[src/rtl/traffic_ca_ring_step_top_macros.svh]
// Assertion macros shared by the ring-road RTL.
// Expects clk_i and rst_ni in the scope where a macro is used.
`ifndef TRAFFIC_CA_RING_STEP_TOP_MACROS_SVH
`define TRAFFIC_CA_RING_STEP_TOP_MACROS_SVH

// same-cycle implication
`define TCARS_ASSERT_IMP(name, ante, cons, msg) \
  name: assert property (@(posedge clk_i) disable iff (!rst_ni) (ante) |-> (cons)) \
    else $error(msg);

// next-cycle implication
`define TCARS_ASSERT_NXT(name, ante, cons, msg) \
  name: assert property (@(posedge clk_i) disable iff (!rst_ni) (ante) |=> (cons)) \
    else $error(msg);

`endif

[src/rtl/tcars_pkg.sv]
// Package for the ring-road traffic automaton: codes, cell control types,
// reset constants and the LFSR byte draw. No dependencies.
`timescale 1ns / 1ps
`default_nettype none

package tcars_pkg;

  localparam int unsigned CellsDef = 256;
  localparam int unsigned RlenW    = 9;

  localparam logic [2:0]  MaxSpeedRst  = 3'd5;
  localparam logic [7:0]  DawdleRst    = 8'd64;
  localparam logic [8:0]  RingLenRst   = 9'd256;
  localparam logic [15:0] SeedRst      = 16'hACE1;
  localparam logic [15:0] SeedFallback = 16'hACE1;

  typedef enum logic [1:0] {
    CFG_MAX_SPEED = 2'd0,
    CFG_DAWDLE    = 2'd1,
    CFG_RING_LEN  = 2'd2,
    CFG_SEED      = 2'd3
  } cfg_idx_e;

  typedef enum logic [1:0] {
    ACT_LOAD = 2'd0,
    ACT_STEP = 2'd1,
    ACT_READ = 2'd2,
    ACT_NOP  = 2'd3
  } action_e;

  typedef enum logic [2:0] {
    CMD_NONE  = 3'd0,
    CMD_LOAD  = 3'd1,
    CMD_ACCEL = 3'd2,
    CMD_GAP   = 3'd3,
    CMD_DRAW  = 3'd4,
    CMD_MINIT = 3'd5,
    CMD_MOVE  = 3'd6
  } cell_cmd_e;

  typedef struct packed {
    cell_cmd_e  cmd;
    logic [2:0] vmax;
    logic [2:0] gap_lim;   // look-ahead distance minus one
    logic [7:0] prob;
    logic [3:0] load_val;
  } cell_ctl_t;

  // car in transit during the move phase
  typedef struct packed {
    logic       valid;
    logic [3:0] val;
    logic [2:0] rem;
  } mover_t;

  // eight shifts of the x^16+x^14+x^13+x^11+1 Fibonacci LFSR (right shift)
  function automatic logic [15:0] lfsr_step8(input logic [15:0] s);
    logic [15:0] r;
    logic        b;
    r = s;
    for (int k = 0; k < 8; k++) begin
      b = r[0] ^ r[2] ^ r[3] ^ r[5];
      r = {b, r[15:1]};
    end
    return r;
  endfunction

endpackage

`default_nettype wire

[src/rtl/tcars_cell.sv]
// One road cell of the ring: content, speed, look-ahead bit, draw token and
// in-transit car. Depends on tcars_pkg and the assertion macro header.
`timescale 1ns / 1ps
`default_nettype none
`include "traffic_ca_ring_step_top_macros.svh"

module tcars_cell import tcars_pkg::*; (
  input  logic        clk_i,
  input  logic        rst_ni,
  input  cell_ctl_t   ctl_i,
  input  logic        in_ring_i,
  input  logic        sel_i,
  input  logic        occ_next_i,
  output logic        occ_o,
  input  logic        tok_i,
  input  logic [15:0] lfsr_i,
  output logic        tok_o,
  output logic [15:0] lfsr_o,
  input  mover_t      mv_i,
  output mover_t      mv_o,
  output logic [3:0]  val_o
);

  logic [3:0]  val_q, val_d;
  logic [2:0]  spd_q, spd_d;
  logic [2:0]  rem_q, rem_d;
  logic        look_q, look_d;
  logic        tok_q;
  logic [15:0] ls_q;

  logic        car;
  logic [2:0]  spd_acc;
  logic [15:0] ls_draw;
  logic        draw_hit;

  always_comb begin
    car      = val_q != '0;
    spd_acc  = (val_q > {1'b0, ctl_i.vmax}) ? ctl_i.vmax : val_q[2:0];
    ls_draw  = lfsr_step8(lfsr_i);
    draw_hit = tok_i && in_ring_i && car && (spd_q != '0);

    val_d  = val_q;
    spd_d  = spd_q;
    rem_d  = rem_q;
    look_d = look_q;

    unique case (ctl_i.cmd)
      CMD_NONE: begin
      end
      CMD_LOAD: begin
        if (sel_i) val_d = ctl_i.load_val;
      end
      CMD_ACCEL: begin
        look_d = car;
        if (in_ring_i) spd_d = spd_acc;
      end
      CMD_GAP: begin
        // look_q of the successor carries the cell gap_lim+1 ahead
        look_d = occ_next_i;
        if (in_ring_i && car && occ_next_i && (spd_q > ctl_i.gap_lim)) begin
          spd_d = ctl_i.gap_lim;
        end
      end
      CMD_DRAW: begin
        if (draw_hit && (ls_draw[7:0] < ctl_i.prob)) spd_d = spd_q - 3'd1;
      end
      CMD_MINIT: begin
        if (in_ring_i && car) begin
          val_d = {1'b0, spd_q} + 4'd1;
          rem_d = spd_q;
        end
      end
      CMD_MOVE: begin
        if (in_ring_i) begin
          if (mv_i.valid) begin
            val_d = mv_i.val;
            rem_d = mv_i.rem - 3'd1;
          end else if (!(car && (rem_q == '0))) begin
            val_d = '0;
          end
        end
      end
      default: begin
      end
    endcase
  end

  always_ff @(posedge clk_i or negedge rst_ni) begin
    if (!rst_ni) begin
      val_q <= '0;
      tok_q <= 1'b0;
    end else begin
      val_q <= val_d;
      tok_q <= tok_i;
    end
  end

  always_ff @(posedge clk_i) begin
    spd_q  <= spd_d;
    rem_q  <= rem_d;
    look_q <= look_d;
    ls_q   <= draw_hit ? ls_draw : lfsr_i;
  end

  assign occ_o     = look_q;
  assign tok_o     = tok_q;
  assign lfsr_o    = ls_q;
  assign val_o     = val_q;
  assign mv_o.valid = in_ring_i && car && (rem_q != '0);
  assign mv_o.val   = val_q;
  assign mv_o.rem   = rem_q;

  `TCARS_ASSERT_IMP(a_move_no_clash, (ctl_i.cmd == CMD_MOVE) && in_ring_i && mv_i.valid,
                    !(car && (rem_q == '0)), "arriving car hits a parked car")
  `TCARS_ASSERT_IMP(a_gap_speed_cap, (ctl_i.cmd == CMD_GAP) && in_ring_i,
                    spd_q <= ctl_i.vmax, "speed above limit after accelerate")
  `TCARS_ASSERT_IMP(a_mover_rem, (ctl_i.cmd == CMD_MOVE) && mv_o.valid,
                    mv_o.rem <= ctl_i.vmax, "car still has more hops than the limit")

endmodule

`default_nettype wire

[config.mk]
export PLATFORM = sky130hd
export DESIGN_NAME = tcars_cell
export DESIGN_NICKNAME = d
export VERILOG_FILES = /design/src/rtl/tcars_pkg.sv /design/src/rtl/tcars_cell.sv
export VERILOG_INCLUDE_DIRS = /design/src /design/src/rtl
export SDC_FILE = /design/constraint.sdc
export NUM_CORES = 1
export LEC_CHECK = 0
export BUFFER_PORTS_ARGS = -buffer_cell sky130_fd_sc_hd__buf_4
export CORE_MARGIN = 4
export CORE_UTILIZATION = 45
export CTS_CLUSTER_SIZE = 16
export DETAILED_ROUTE_END_ITERATION = 12
export PLACE_DENSITY = 0.76
export SLEW_MARGIN = 30
export SYNTH_ARGS = -nofsm -noshare
export SYNTH_HDL_FRONTEND = slang
export SYNTH_SLANG_ARGS = --single-unit
[constraint.sdc]
create_clock -name clk_i -period 3.1 [get_ports clk_i]
set_input_delay 0.31 -clock clk_i [delete_from_list [all_inputs] [get_ports clk_i]]
set_output_delay 0.31 -clock clk_i [all_outputs]
set_load 0.01 [all_outputs]
After elaboration in Yosys (flattened, before gate mapping)

Index checks and enable logic that the tools add are counted.
W data, S select, Z words.

$add $sub $neg: 3
$mul: 0
Divide/modulo/power cells: 0
$lt $le $gt $ge: 3
Equal/unequal tests: 14
Shift operators: 0
Mux-type cells: 17
Bitwise operators: 24
Reductions and logical operators: 20

Operators by type and width:

| operator              | number |
|---|---|
| $xor A1 B1 Y1         | 24 |
| $mux W3               | 7 |
| $mux W4               | 5 |
| $mux W16              | 1 |
| $ne A2 B2 Y1 const B  | 7 |
| $pmux W4 S3           | 1 |
| $reduce_bool A3 Y1    | 4 |
| $eq A3 B3 Y1 const B  | 3 |
| $logic_and A1 B1 Y1   | 9 |
| $pmux W3 S3           | 1 |
| $lt A8 B8 Y1          | 1 |
| $reduce_and A4 Y1     | 2 |
| $eq A3 B2 Y1 const B  | 2 |
| $pmux W3 S2           | 1 |
| $sub A3 B1 Y3 const B | 2 |
| $reduce_and A5 Y1     | 1 |
| $add A3 B1 Y4 const B | 1 |
| $gt A4 B3 Y1          | 1 |
| $reduce_bool A2 Y1    | 2 |
| $reduce_bool A4 Y1    | 1 |
| $eq A3 B1 Y1 const B  | 1 |
| $gt A3 B3 Y1          | 1 |
| $logic_not A3 Y1      | 1 |
| $ne A3 B3 Y1 const B  | 1 |
| $pmux W1 S2           | 1 |

Flip-flop bits (word level): 28
Latch bits: 0
Memory bits (writable): 0
ROM bits: 0
Input port bits: 51
Output and inout port bits: 30
Logic and storage cells: 87
Memories: 0

Depth between registers and ports, before layout

Depth after elaboration: 6
Depth in mapped cells: 7

Worst setup path before layout

OpenSTA, ideal clock, no wires.

Path kind: register to register
Start: reg val_q[0] (netlist: val_o[0])
End: reg val_q[1] (netlist: val_o[1])
Data arrival time: 1,807 ps
Path slack: 1,168 ps
Cell stages (with the launch flop): 5
Buffers on the path: 0
Period minus slack after synthesis: 1,932 ps
Cells stage by stage: dfrtp_1 -> or4_4 -> a31o_2 -> a21oi_4 -> mux2_2

Word-level cells in the longest chain between the ends: 4
Elaborated cells between the ends (all ways): 6
Classes of those cells: eq/ne: 2; reduce/logical: 4

Ends and longest elaborated chain:

| item                                                          | RTL line                           | RTL |
|---|---|---|
| start: declaration                                            | tcars_cell.sv:24                   | `logic [3:0] val_q, val_d;` |
| start signal: assignment                                      | tcars_cell.sv:93                   | `val_q <= val_d;` |
| $reduce_bool A4 Y1 (*)                                        | tcars_cell.sv:37                   | `car = val_q != '0;` |
| $logic_and A1 B1 Y1, on equally long branches                 | tcars_cell.sv:78, tcars_cell.sv:68 |  |
| $ne A3 B3 Y1 (no source line) or $ne A2 B2 Y1 (tied branches) | --                                 |  |
| $reduce_and A5 Y1 (no source line) (*)                        | --                                 |  |

Mark *: on every way between the ends. The rest lies on a longest branch, timed or not.
A chain may end at the register's enable or synchronous reset.

Final worst setup path

Start: reg spd_q[0]
End: reg ls_q[10] (netlist: lfsr_o[10])

Word-level cells in the longest chain between the ends: 3

Ends and longest elaborated chain:

| item                     | RTL line          | RTL |
|---|---|---|
| start: declaration       | tcars_cell.sv:25  | `logic [2:0] spd_q, spd_d;` |
| start signal: assignment | tcars_cell.sv:99  | `spd_q <= spd_d;` |
| $reduce_bool A3 Y1       | tcars_cell.sv:40  | `draw_hit = tok_i && in_ring_i && car && (spd_q != '0);` |
| $logic_and A1 B1 Y1      | tcars_cell.sv:40  |  |
| $mux W16                 | tcars_cell.sv:102 | `ls_q <= draw_hit ? ls_draw : lfsr_i;` |
| end signal: assignment   | tcars_cell.sv:102 |  |
| end: declaration         | tcars_cell.sv:29  | `logic [15:0] ls_q;` |

No other way between the ends.

==> run metrics <==
final period utilization 0.700; pin count of the biggest net entering global routing 19; outcome finished clean; Max clock buf depth 2; CP arrival approximately 2300 ps; Hold Violations, Final 0; Yosys cell types 42; die height 73.1 um; Syn Inst Count about 200; Least-Margin Pin Slew roughly 770 ps; endpoints failing setup 0; WS Path Type reg -> reg; ys flop type dfxtp_1; Peak Freq about 0.46 GHz; # rows 23; PostCTS Resize Cnt 0; commonest non-fill, non-tap cell in the layout buf_4; H-Tree Depth 1; total grt overflow 0; global-route wire length before repair 7420 um; initial antenna violation count 0; placed instance area 2520 um2; dpl hpwl 3910 um; HP Class in -> reg; total power between 1 and 1.5 mW; slew margin rel. 0.485; ANT nets after route 0; Critical Path RT between 3000 and 4000 ps; Final Core Density 0.641; Vias between 1,500 and 2,000; Initial Util 0.469; Final GP Congestion roughly 0.80; Clk Tree Root Cell clkbuf_8; CTS Sinks 28; PD cells 440 nW/um2; total CTS buffers 3; crit-path max FO 17; WL final around 4800 um; gr usage total 0.175; Mean Syn Cell Area 9.47 um2; drt wl/cell ~15 um; clock latency on the worst-skew pair ~280 ps; first-pass detailed-route iteration total 4; Setup Skew 2.87 ps; DRT iter0 DRCs between 150 and 200; crit path launch type flip-flop; register area share after synthesis 0.344; Post-Syn Nets between 200 and 300; Core Region just over 4000 um2; Vias/cell between 5 and 6; setup_tns 0 ps; Max IR drop VDD between 0.2 and 0.25 mV; Setup WS pre-CTS between 900 and 1000 ps; critical path endpoint category flip-flop; Cell Area, Synth around 1900 um2; register bit total from synthesis 28; vias in the first global route 1,592; Max-cap violations 0; Finished Cell Area approximately 2600 um2; P_leak about 1.2 nW; Die X approximately 73 um; clk slew on worst S/H paths 90 ps; num ports 81; number of synthesized flops with an enable pin 7; CTS tree yes; Post-synth ARST share 0.179; die area around 5300 um2; final number of max-transition violations 0; unrepaired setup endpoints after global routing false; Port Buffer Count 80; Final Critical Period 2170 ps; synth-to-layout area growth 36.5%; share of layout cells above drive strength 1 0.379; worst setup margin approximately 930 ps; most frequent cells in the layout buf_4 (81), inv_1 (20), ha_1 (17); Synth warnings 0; DRC violations left 0; Nets about 350; Antenna Cells 0
[through the flow]
step	hold WS, ps	std cells
6_report	160	327
5_1_grt	144	327
4_1_cts	156	327
3_5_place_dp	114	322
3_3_place_gp	114	322
2_1_floorplan	14.4	201
[worst max-delay path, stage by stage, from the launching register on]
cell and delay, ps:
edfxtp_1 490, inv_1 140, ha_1 160, inv_1 40, o2111ai_2 620, buf_4 270
mux2_2 350
[report_power, final]
group          switching (mW)  internal (mW)  total (mW)
Combinational           0.191          0.234       0.426
Clock                   0.115          0.141       0.255
Sequential             0.0408          0.423       0.464
Total                   0.347          0.798        1.14
[routing by layer]
metal	share of wire	up-vias	global-route usage	wire [um]
met2	0.48	72	0.299	2280
met3	0.094	5	0.0344	447
met4	0.0075	0	0.0369	36
met1	0.42	789	0.227	2020
li1	-	865	-	-
met5	0	-	0	0
[state kept, by name (all words and copies together), names as in the netlist]
| signal | flops |
|---|---|
| lfsr_o | 16 |
| occ_o | 1 |
| rem_q | 3 |
| spd_q | 3 |
| tok_o | 1 |
| val_o | 4 |
[synth_stat cells, types with 5 or more instances]
cell type,count,area share
mux2_2,14,0.083
xor2_1,7,0.032
a221oi_1,5,0.023
a21oi_1,8,0.021
dfrtp_1,5,0.066
nand2_1,16,0.032
buf_4,5,0.020
inv_1,20,0.039
ha_1,17,0.11
dfxtp_1,16,0.17
xnor2_1,14,0.064
nor2_1,9,0.018
o21ai_0,12,0.032
edfxtp_1,7,0.11
[worst paths after layout]
check | start | end | slack [ps] | depth (start not counted)
setup / recovery | spd_q[0]$_DFFE_PP_ | lfsr_o[10]$_DFF_P_ | 930 | 6
min in group asynchronous | rst_ni | tok_o$_DFF_PN0_ | 370 | 2
hold reg to reg | val_o[0]$_DFFE_PN0P_ | val_o[0]$_DFFE_PN0P_ | 660 | 2
hold / removal | tok_i | tok_o$_DFF_PN0_ | 160 | 1
setup reg to reg | spd_q[0]$_DFFE_PP_ | lfsr_o[10]$_DFF_P_ | 930 | 6
max in group asynchronous | rst_ni | val_o[2]$_DFFE_PN0P_ | 2630 | 2
[cell type report]
| cell class | instances | area (um2) |
|---|---|---|
| inverter | 20 | 75.1 |
| tap | 50 | 62.6 |
| sequential | 28 | 656 |
| fill | 371 | 1460 |
| timing repair buffer | 82 | 618 |
| multi-input combinational | 143 | 1120 |
| clock buffer | 4 | 66.3 |
[kinds of logic (layout without fill, tap and decap cells)]
logic type | count (synthesis) | after routing | share of synthesized area
AND/OR/NAND/NOR | 44 | 44 | 0.114
adder cells (fa/ha/maj) | 17 | 17 | 0.112
XOR/XNOR | 21 | 21 | 0.0966
multiplexers | 18 | 18 | 0.104
flip-flops | 28 | 28 | 0.344
buffers and inverters | 30 | 106 | 0.0696
AO/OA/AOI/OAI | 43 | 43 | 0.160
[timing repair]
| action | CTS | global route |
|---|---|---|
| hold buffers | 1 | 0 |
| endpoints found under the hold margin | 5 | 0 |
| buffers inserted | 0 | 0 |
No activity file was read; power rests on OpenSTA's default activity.
